File: config.mk
export PLATFORM = sky130hd
export DESIGN_NAME = onewire_rom_search_engine_unit
export DESIGN_NICKNAME = d
export VERILOG_FILES = /design/src/design/owse_pkg.sv /design/src/design/onewire_rom_search_engine_unit.sv
export SDC_FILE = /design/constraint.sdc
export NUM_CORES = 1
export LEC_CHECK = 0
export BUFFER_PORTS_ARGS = -buffer_cell sky130_fd_sc_hd__buf_2
export CAP_MARGIN = 20
export CORE_MARGIN = 5
export CORE_UTILIZATION = 55
export CTS_BUF_LIST = sky130_fd_sc_hd__clkbuf_2 sky130_fd_sc_hd__clkbuf_4 sky130_fd_sc_hd__clkbuf_8
export DETAILED_ROUTE_END_ITERATION = 16
export PLACE_DENSITY = 0.73
export SYNTH_ARGS = -nofsm -noshare
export SYNTH_HDL_FRONTEND = slang
export SYNTH_SLANG_ARGS = --single-unit
File: constraint.sdc
create_clock -name clk -period 19.9 [get_ports clk]
set_input_delay 0.995 -clock clk [delete_from_list [all_inputs] [get_ports clk]]
set_output_delay 0.995 -clock clk [all_outputs]
set_load 0.05 [all_outputs]
File: src/design/owse_pkg.sv
// Package of shared types and constants for the 1-Wire search-ROM decision engine.
package owse_pkg;

  // Address and table sizing.
  localparam int ADDR_BITS     = 64;
  localparam int POS_W         = 7;
  localparam int TABLE_ENTRIES = 8;
  localparam int TBL_IW        = (TABLE_ENTRIES > 1) ? $clog2(TABLE_ENTRIES) : 1;
  localparam int SLOT_W        = 3;
  localparam int CMD_W         = 3;
  localparam int STATUS_W      = 3;

  // Stream word widths, padded to whole bytes.
  localparam int IN_DATA_W  = 72;
  localparam int OUT_DATA_W = 80;

  // Reset value of the command byte register (search ROM).
  localparam logic [7:0] SEARCH_ROM_CMD = 8'hF0;

  // Input word kinds.
  typedef enum logic [CMD_W-1:0] {
    CMD_NEW_SEARCH = 3'd0,
    CMD_NEXT_PASS  = 3'd1,
    CMD_BIT_PAIR   = 3'd2,
    CMD_READ_SLOT  = 3'd3,
    CMD_WRITE_SLOT = 3'd4
  } cmd_t;

  // Result word kinds.
  typedef enum logic [STATUS_W-1:0] {
    ST_BIT_STEP   = 3'd0,
    ST_PASS_START = 3'd1,
    ST_NO_DEVICE  = 3'd2,
    ST_READ_ERROR = 3'd3,
    ST_NEW_STORED = 3'd4,
    ST_NEXT_PASS  = 3'd5,
    ST_FINISHED   = 3'd6,
    ST_SLOT_DATA  = 3'd7
  } status_t;

endpackage

File: src/design/onewire_rom_search_engine_unit.sv
// Top level of the 1-Wire search-ROM decision engine with its table of known addresses.
//
//  Channel | Direction | Handshake          | Contents
//  in_     | input     | in_tvalid/tready   | tuser: cmd; tdata: presence .. entry_value
//  out_    | output    | out_tvalid/tready  | tuser: status; tdata: direction .. slot; tlast
//  cfg_    | input     | cfg_wr_en          | cfg_wr_data: search command byte
//
// Each input word is decided combinationally and its result lands in the output register.
// The word that ends a pass also starts a table scan: one shared 64-bit compare looks at
// one table entry per cycle until it finds an empty or matching entry or reaches the last.
// Reset (rst_n, synchronous) empties the table at once through per-entry valid bits
// and restores the command byte to 0xF0. The input is ready only when the sequencer is
// idle and the output register is free or being emptied; a stalled output holds its
// word and stops further input.
module onewire_rom_search_engine_unit (
  input  logic                            clk,
  input  logic                            rst_n,
  // Input stream.
  input  logic                            in_tvalid,
  output logic                            in_tready,
  // cmd
  input  logic [owse_pkg::CMD_W-1:0]      in_tuser,
  // presence, bit_a, bit_b, slot_index[2:0], entry_value[63:0], zero padding
  input  logic [owse_pkg::IN_DATA_W-1:0]  in_tdata,
  // Result stream.
  output logic                            out_tvalid,
  input  logic                            out_tready,
  // status
  output logic [owse_pkg::STATUS_W-1:0]   out_tuser,
  // direction_bit, command_byte[7:0], rom_address[63:0], slot_used[2:0], zero padding
  output logic [owse_pkg::OUT_DATA_W-1:0] out_tdata,
  output logic                            out_tlast,
  // Configuration.
  input  logic                            cfg_wr_en,
  input  logic [7:0]                      cfg_wr_data
);
  import owse_pkg::*;

  typedef enum logic [1:0] {
    S_IDLE,
    S_SCAN,
    S_EMIT
  } state_t;

  localparam logic [POS_W-1:0]  POS_LAST = POS_W'(ADDR_BITS);
  localparam logic [TBL_IW-1:0] IDX_LAST = TBL_IW'(TABLE_ENTRIES - 1);

  // Input word fields.
  logic                 in_presence;
  logic                 in_bit_a;
  logic                 in_bit_b;
  logic [SLOT_W-1:0]    in_slot;
  logic [ADDR_BITS-1:0] in_entry;
  logic                 in_fire;
  logic                 out_free;

  assign in_presence = in_tdata[0];
  assign in_bit_a    = in_tdata[1];
  assign in_bit_b    = in_tdata[2];
  assign in_slot     = in_tdata[5:3];
  assign in_entry    = in_tdata[69:6];

  // Registers.
  state_t               state_r, state_nxt;
  logic [7:0]           search_cmd_r, search_cmd_nxt;
  logic [ADDR_BITS-1:0] search_bits_r, search_bits_nxt;
  logic [POS_W-1:0]     last_disc_r, last_disc_nxt;
  logic [POS_W-1:0]     pass_marker_r, pass_marker_nxt;
  logic [POS_W-1:0]     bit_pos_r, bit_pos_nxt;
  logic                 pass_active_r, pass_active_nxt;
  logic [TBL_IW-1:0]    scan_idx_r, scan_idx_nxt;
  status_t              pend_status_r, pend_status_nxt;
  logic [SLOT_W-1:0]    pend_slot_r, pend_slot_nxt;

  logic                 out_valid_r, out_valid_nxt;
  status_t              out_status_r, out_status_nxt;
  logic                 out_dir_r, out_dir_nxt;
  logic [7:0]           out_cmdb_r, out_cmdb_nxt;
  logic [ADDR_BITS-1:0] out_addr_r, out_addr_nxt;
  logic [SLOT_W-1:0]    out_slot_r, out_slot_nxt;
  logic                 out_last_r, out_last_nxt;

  // Address table: data without reset, valid bits cleared by reset.
  logic [ADDR_BITS-1:0]     tbl_mem [TABLE_ENTRIES];
  logic [TABLE_ENTRIES-1:0] tbl_vld_r;
  logic                     tbl_we;
  logic [TBL_IW-1:0]        tbl_wa;
  logic [ADDR_BITS-1:0]     tbl_wd;
  logic [TBL_IW-1:0]        tbl_ra;
  logic [ADDR_BITS-1:0]     tbl_rd;
  logic                     slot_in_range;

  assign out_free  = !out_valid_r || out_tready;
  assign in_tready = (state_r == S_IDLE) && out_free;
  assign in_fire   = in_tvalid && in_tready;

  assign slot_in_range = (32'(in_slot) < TABLE_ENTRIES);

  // One read port: the scan counter while scanning, else the requested slot.
  assign tbl_ra = (state_r == S_SCAN) ? scan_idx_r : TBL_IW'(in_slot);
  assign tbl_rd = tbl_vld_r[tbl_ra] ? tbl_mem[tbl_ra] : '0;

  // Direction decision for one bit pair.
  logic [5:0]           bit_idx;
  logic                 bit_ok;
  logic                 pass_end;
  logic [ADDR_BITS-1:0] sb_step;
  logic [POS_W-1:0]     pm_step;
  logic                 dir_step;

  assign bit_idx  = bit_pos_r[5:0] - 6'd1;
  assign bit_ok   = pass_active_r && (bit_pos_r != '0) && (bit_pos_r <= POS_LAST);
  assign pass_end = (bit_pos_r == POS_LAST);

  always_comb begin
    sb_step = search_bits_r;
    pm_step = pass_marker_r;
    if (in_bit_a || in_bit_b) begin
      sb_step[bit_idx] = in_bit_a;
    end else if (bit_pos_r == last_disc_r) begin
      sb_step[bit_idx] = 1'b1;
    end else if (bit_pos_r > last_disc_r) begin
      sb_step[bit_idx] = 1'b0;
      pm_step          = bit_pos_r;
    end else if (!search_bits_r[bit_idx]) begin
      pm_step = bit_pos_r;
    end
    dir_step = sb_step[bit_idx];
  end

  // Sequencer and next-state logic.
  always_comb begin
    state_nxt       = state_r;
    search_cmd_nxt  = search_cmd_r;
    search_bits_nxt = search_bits_r;
    last_disc_nxt   = last_disc_r;
    pass_marker_nxt = pass_marker_r;
    bit_pos_nxt     = bit_pos_r;
    pass_active_nxt = pass_active_r;
    scan_idx_nxt    = scan_idx_r;
    pend_status_nxt = pend_status_r;
    pend_slot_nxt   = pend_slot_r;
    out_valid_nxt   = out_valid_r && !out_tready;
    out_status_nxt  = out_status_r;
    out_dir_nxt     = out_dir_r;
    out_cmdb_nxt    = out_cmdb_r;
    out_addr_nxt    = out_addr_r;
    out_slot_nxt    = out_slot_r;
    out_last_nxt    = out_last_r;
    tbl_we          = 1'b0;
    tbl_wa          = TBL_IW'(in_slot);
    tbl_wd          = in_entry;

    if (cfg_wr_en) begin
      search_cmd_nxt = cfg_wr_data;
    end

    case (state_r)
      S_IDLE: begin
        if (in_fire) begin
          // Defaults for a result word; fields without meaning stay zero.
          out_dir_nxt  = 1'b0;
          out_cmdb_nxt = '0;
          out_addr_nxt = '0;
          out_slot_nxt = '0;
          out_last_nxt = 1'b1;
          case (cmd_t'(in_tuser))
            CMD_NEW_SEARCH, CMD_NEXT_PASS: begin
              if (cmd_t'(in_tuser) == CMD_NEW_SEARCH) begin
                search_bits_nxt = '0;
                last_disc_nxt   = '0;
              end
              out_valid_nxt = 1'b1;
              if (!in_presence) begin
                pass_active_nxt = 1'b0;
                out_status_nxt  = ST_NO_DEVICE;
              end else begin
                bit_pos_nxt     = POS_W'(1);
                pass_marker_nxt = '0;
                pass_active_nxt = 1'b1;
                out_status_nxt  = ST_PASS_START;
                out_cmdb_nxt    = search_cmd_r;
              end
            end
            CMD_BIT_PAIR: begin
              if (bit_ok) begin
                out_valid_nxt = 1'b1;
                if (in_bit_a && in_bit_b) begin
                  // Both bits high: the pass is abandoned.
                  out_status_nxt  = ST_READ_ERROR;
                  out_dir_nxt     = search_bits_r[bit_idx];
                  pass_marker_nxt = '0;
                  last_disc_nxt   = '0;
                  pass_active_nxt = 1'b0;
                end else begin
                  search_bits_nxt = sb_step;
                  pass_marker_nxt = pm_step;
                  out_status_nxt  = ST_BIT_STEP;
                  out_dir_nxt     = dir_step;
                  if (!pass_end) begin
                    bit_pos_nxt = bit_pos_r + POS_W'(1);
                  end else begin
                    bit_pos_nxt     = POS_LAST + POS_W'(1);
                    pass_active_nxt = 1'b0;
                    last_disc_nxt   = pm_step;
                    out_last_nxt    = 1'b0;
                    scan_idx_nxt    = '0;
                    state_nxt       = S_SCAN;
                  end
                end
              end
            end
            CMD_READ_SLOT: begin
              out_valid_nxt  = 1'b1;
              out_status_nxt = ST_SLOT_DATA;
              out_addr_nxt   = slot_in_range ? tbl_rd : '0;
            end
            CMD_WRITE_SLOT: begin
              tbl_we = slot_in_range;
            end
            default: begin
            end
          endcase
        end
      end

      // One table entry per cycle through the shared compare.
      S_SCAN: begin
        if (tbl_rd == '0) begin
          tbl_we          = 1'b1;
          tbl_wa          = scan_idx_r;
          tbl_wd          = search_bits_r;
          pend_status_nxt = ST_NEW_STORED;
          pend_slot_nxt   = SLOT_W'(scan_idx_r);
          state_nxt       = S_EMIT;
        end else if ((tbl_rd == search_bits_r) || (scan_idx_r == IDX_LAST)) begin
          pend_status_nxt = (last_disc_r == '0) ? ST_FINISHED : ST_NEXT_PASS;
          pend_slot_nxt   = '0;
          state_nxt       = S_EMIT;
        end else begin
          scan_idx_nxt = scan_idx_r + TBL_IW'(1);
        end
      end

      // Hand the pass-end word to the output register once it is free.
      S_EMIT: begin
        if (out_free) begin
          out_valid_nxt  = 1'b1;
          out_status_nxt = pend_status_r;
          out_dir_nxt    = 1'b0;
          out_cmdb_nxt   = '0;
          out_addr_nxt   = search_bits_r;
          out_slot_nxt   = pend_slot_r;
          out_last_nxt   = 1'b1;
          state_nxt      = S_IDLE;
        end
      end

      default: begin
        state_nxt = S_IDLE;
      end
    endcase
  end

  // State and registered outputs.
  always_ff @(posedge clk) begin
    if (!rst_n) begin
      state_r       <= S_IDLE;
      search_cmd_r  <= SEARCH_ROM_CMD;
      search_bits_r <= '0;
      last_disc_r   <= '0;
      pass_marker_r <= '0;
      bit_pos_r     <= POS_W'(1);
      pass_active_r <= 1'b0;
      scan_idx_r    <= '0;
      out_valid_r   <= 1'b0;
    end else begin
      state_r       <= state_nxt;
      search_cmd_r  <= search_cmd_nxt;
      search_bits_r <= search_bits_nxt;
      last_disc_r   <= last_disc_nxt;
      pass_marker_r <= pass_marker_nxt;
      bit_pos_r     <= bit_pos_nxt;
      pass_active_r <= pass_active_nxt;
      scan_idx_r    <= scan_idx_nxt;
      out_valid_r   <= out_valid_nxt;
    end
    pend_status_r <= pend_status_nxt;
    pend_slot_r   <= pend_slot_nxt;
    out_status_r  <= out_status_nxt;
    out_dir_r     <= out_dir_nxt;
    out_cmdb_r    <= out_cmdb_nxt;
    out_addr_r    <= out_addr_nxt;
    out_slot_r    <= out_slot_nxt;
    out_last_r    <= out_last_nxt;
  end

  // Table storage and its valid bits.
  always_ff @(posedge clk) begin
    if (!rst_n) begin
      tbl_vld_r <= '0;
    end else if (tbl_we) begin
      tbl_vld_r[tbl_wa] <= 1'b1;
    end
    if (tbl_we) begin
      tbl_mem[tbl_wa] <= tbl_wd;
    end
  end

  // Output word packing.
  assign out_tvalid = out_valid_r;
  assign out_tuser  = out_status_r;
  assign out_tlast  = out_last_r;
  assign out_tdata  = {4'd0, out_slot_r, out_addr_r, out_cmdb_r, out_dir_r};

  // The input is never taken while a scan or a held pass-end word is pending.
  a_no_accept_busy: assert property (@(posedge clk) disable iff (!rst_n)
    (state_r != S_IDLE) |-> !in_tready)
    else $error("input accepted while the sequencer is busy");

  // A pass-ending bit pair always starts the table scan.
  a_pass_end_scans: assert property (@(posedge clk) disable iff (!rst_n)
    (in_fire && (in_tuser == CMD_BIT_PAIR) && bit_ok && !(in_bit_a && in_bit_b) && pass_end)
    |=> (state_r == S_SCAN) && out_valid_r && !out_last_r)
    else $error("pass end did not start the table scan");

  // While a pass runs the bit position stays within the address.
  a_pos_range: assert property (@(posedge clk) disable iff (!rst_n)
    pass_active_r |-> ((bit_pos_r != '0) && (bit_pos_r <= POS_LAST)))
    else $error("bit position outside the address during a pass");

  // Only the first word of a pass end goes out without the last flag.
  a_last_only_step: assert property (@(posedge clk) disable iff (!rst_n)
    (out_valid_r && !out_last_r) |-> (out_status_r == ST_BIT_STEP))
    else $error("word without last flag is not a bit step");

  // The scan index stays inside the table.
  a_scan_range: assert property (@(posedge clk) disable iff (!rst_n)
    (state_r == S_SCAN) |-> (32'(scan_idx_r) < TABLE_ENTRIES))
    else $error("table scan ran past the last entry");

endmodule

==> out/metrics.cfg <==
[status]
status=finished, final reports clean

[route]
vias_per_cell=6.727
drc=0
drtIter0Drc=3514
ant_nets=0
dr.pass1.iters=6
vias=28540
drt-total-wl_mm=122.7
wire_per_inst_um=28.91

[synthesis]
yosysSeqAreaShare=0.5460
ys_ff_latch=705
synth_edf_count=597
synth_ff_type=edfxtp_1
async_reset_ff_frac=0
syn_inst=3174
synth.cell_area_mm2=0.03679
synth_cell_type_count=89
yosysWarnings=0
syn_avg_cell_area_um2=11.59

[clock_network]
cts_made_buffers=114
htree_levels=3
clk_pin_slew_ns=0.06
hold_buffers=0
clockBufferDepth=3
clock-sinks=705
root_buffer=clkbuf_8
cts_setup_buffers=0
cts_tree=done
cts-resized-gates=0
clock_latency_ns=0.75

[critical_path]
r2r-end=tbl_mem[3][59]
crit_buf_inv=5
critPathRequiredTime_ns=20.33
critPathCaptureType=flip-flop
reg2reg_from=state_r[0]
critPathTopFamily=buffers and inverters
crit_fanout=68
crit_slowest_cell=buf_4
critical_path_arrival_ns=7.82
path_class=reg2reg
slowest_delay_ns=0.80
cp_cell_sequence=and2b_4, buf_4, buf_4, o21ai_4, buf_4, a211oi_1, nor4_1, a21oi_1, nand4_1, or4_4, o41ai_4, buf_4, nand2_4, buf_4, o21ai_0
r2r_slack_ns=12.51
critPathMostFrequentCell=buf_4
reg2reg_depth=15
start_kind=flip-flop

[min_path]
hold_class=reg2reg
min_delay_path_depth=2
hold_path_startpoint=search_cmd_r[5]
min_to=search_cmd_r[5]

[placed_design]
preCtsSetupSlack_ns=12.77
placed_area_mm2=0.03832
placed_cells_incl_taps=4028
hpwl_mm=77.20
portBuffers=167
gp_congestion=1.032

[sta]
fin_skew_ns=0.05499
finalCritPeriodShare=0.3714
setup_violations=0
rsz0062_at_grt=no
finalCriticalPeriod_ns=7.390
tns_ns=0
hold_viol=0
slew_headroom=0.1705
drv_slew=0
tightest_slew_ns=1.242
max_freq_mhz=135.3
setup_ws_ns=12.51

[global_route]
grt_pass1_vias=27780
grt_max_degree=108
grt_pass1_wl_mm=178.2
overflow=0
track_usage=0.3292
antenna_found_initial=5

[finish]
final_common_cell=edfxtp_1
fillers=5202
drive_above_1_share=0.1652
stdcell_area_mm2=0.04071
area_delta_synth_final_pct=10.64
multi_input_area_mm2=0.01561
nNetsFinal=3379
final_cell_mix=edfxtp_1, mux2i_1, nor2_1
seq_area_mm2=0.02009
utilization=0.6159
layout.cells.non_filler=4243

[power]
power.leakage_nw=14.16
powerDensity_mw_per_mm2=79.28
ir_drop_mv=0.04681

[run]
drv_cap=0

[floorplanning]
die-area_mm2=0.07217
die_x_um=268.6
rows=94
start_util=0.5567
ios=174
die_y_um=268.6
core_mm2=0.06610

==> tightest hold or removal path, stage by stage, from the launching register on <==
cell,delay [ns]
dfxtp_1,0.32
mux2i_1,0.06
nand2_1,0.06
==> registers in the layout, summed over array words and instances (netlist names), 3 cells and up <==
signal and flops:
pend_slot_r 3, pass_marker_r 7, search_cmd_r 8, scan_idx_r 3, out_cmdb_r 8, bit_pos_r 7, tbl_mem 512, search_bits_r 64
tbl_vld_r 8, out_addr_r 64, out_slot_r 3, last_disc_r 7, out_tuser 3
==> metal layers <==
metal | part of all wire | up-vias | global-route usage
li1 | - | 12400 | -
met1 | 0.40 | 14180 | 0.4549
met2 | 0.45 | 1689 | 0.5133
met3 | 0.10 | 274 | 0.06762
met4 | 0.043 | 2 | 0.1372
met5 | 0.00011 | - | 0
==> how the worst max path moves through the flow <==
stage                    start              to  slack, ns  cells after the start
floorplan           out_tready   tbl_mem[0][0]      11.95                      5
global placement    state_r[0]  tbl_mem[0][10]      12.82                     16
detailed placement  state_r[0]  tbl_mem[0][59]      12.77                     15
CTS                 state_r[0]  tbl_mem[3][59]      12.73                     15
global route        state_r[0]  tbl_mem[3][59]      12.31                     16
finish              state_r[0]  tbl_mem[3][59]      12.51                     15
==> cell type report <==
cell class	count	area share
Clock inverter	66	0.01312
Inverter	20	0.001844
Sequential cell	705	0.4936
Clock buffer	147	0.04540
Tap cell	864	0.02656
Multi-Input combinational cell	2192	0.3835
Timing Repair Buffer	247	0.03584
Antenna cell	2	0.0001229
==> synth_stat cells, types with 34 or more instances <==
master,n,area [um^2]
dfxtp_1,108,2162
nand2_1,135,506.7
mux2_2,78,878.3
nand3_1,34,170.2
o32ai_1,81,709.4
a22o_1,66,578.1
nor3_1,97,485.5
and2_1,73,456.7
mux2i_1,468,4684
nor2_1,373,1400
o21ai_0,160,800.8
a211oi_1,55,412.9
nor2b_1,37,231.5
buf_2,86,430.4
clkbuf_1,108,405.4
o22ai_1,34,212.7
edfxtp_1,597,17930
a21oi_1,114,570.6
==> cells by family after synthesis <==
| family | Yosys count | share of synthesized area |
|---|---|---|
| other | 1 | 0.0001019 |
| adders and majority gates | 11 | 0.003741 |
| DFF | 705 | 0.5460 |
| and+or+nand+nor | 865 | 0.1119 |
| xor gates and xnor gates | 43 | 0.01024 |
| AOI/OAI and AO/OA | 712 | 0.1355 |
| buffers and inverters | 280 | 0.03543 |
| muxes | 557 | 0.1571 |
==> metrics by stage <==
step | hold slack [ns] | power [mW]
3_3_place_gp | 0.4479 | 1.935
3_5_place_dp | 0.4530 | 1.941
4_1_cts | 0.4230 | 3.234
5_1_grt | 0.4437 | 3.329
6_report | 0.4669 | 3.227
2_1_floorplan | 0.4327 | 1.842
==> power by group <==
| part | leakage, nW | internal [mW] | switching, mW |
|---|---|---|---|
| combinational | 6.57 | 0.0864 | 0.209 |
| clock | 1.25 | 0.714 | 0.594 |
| sequential | 6.34 | 1.62 | 0.00614 |
No activity file was read; power rests on OpenSTA's default activity.
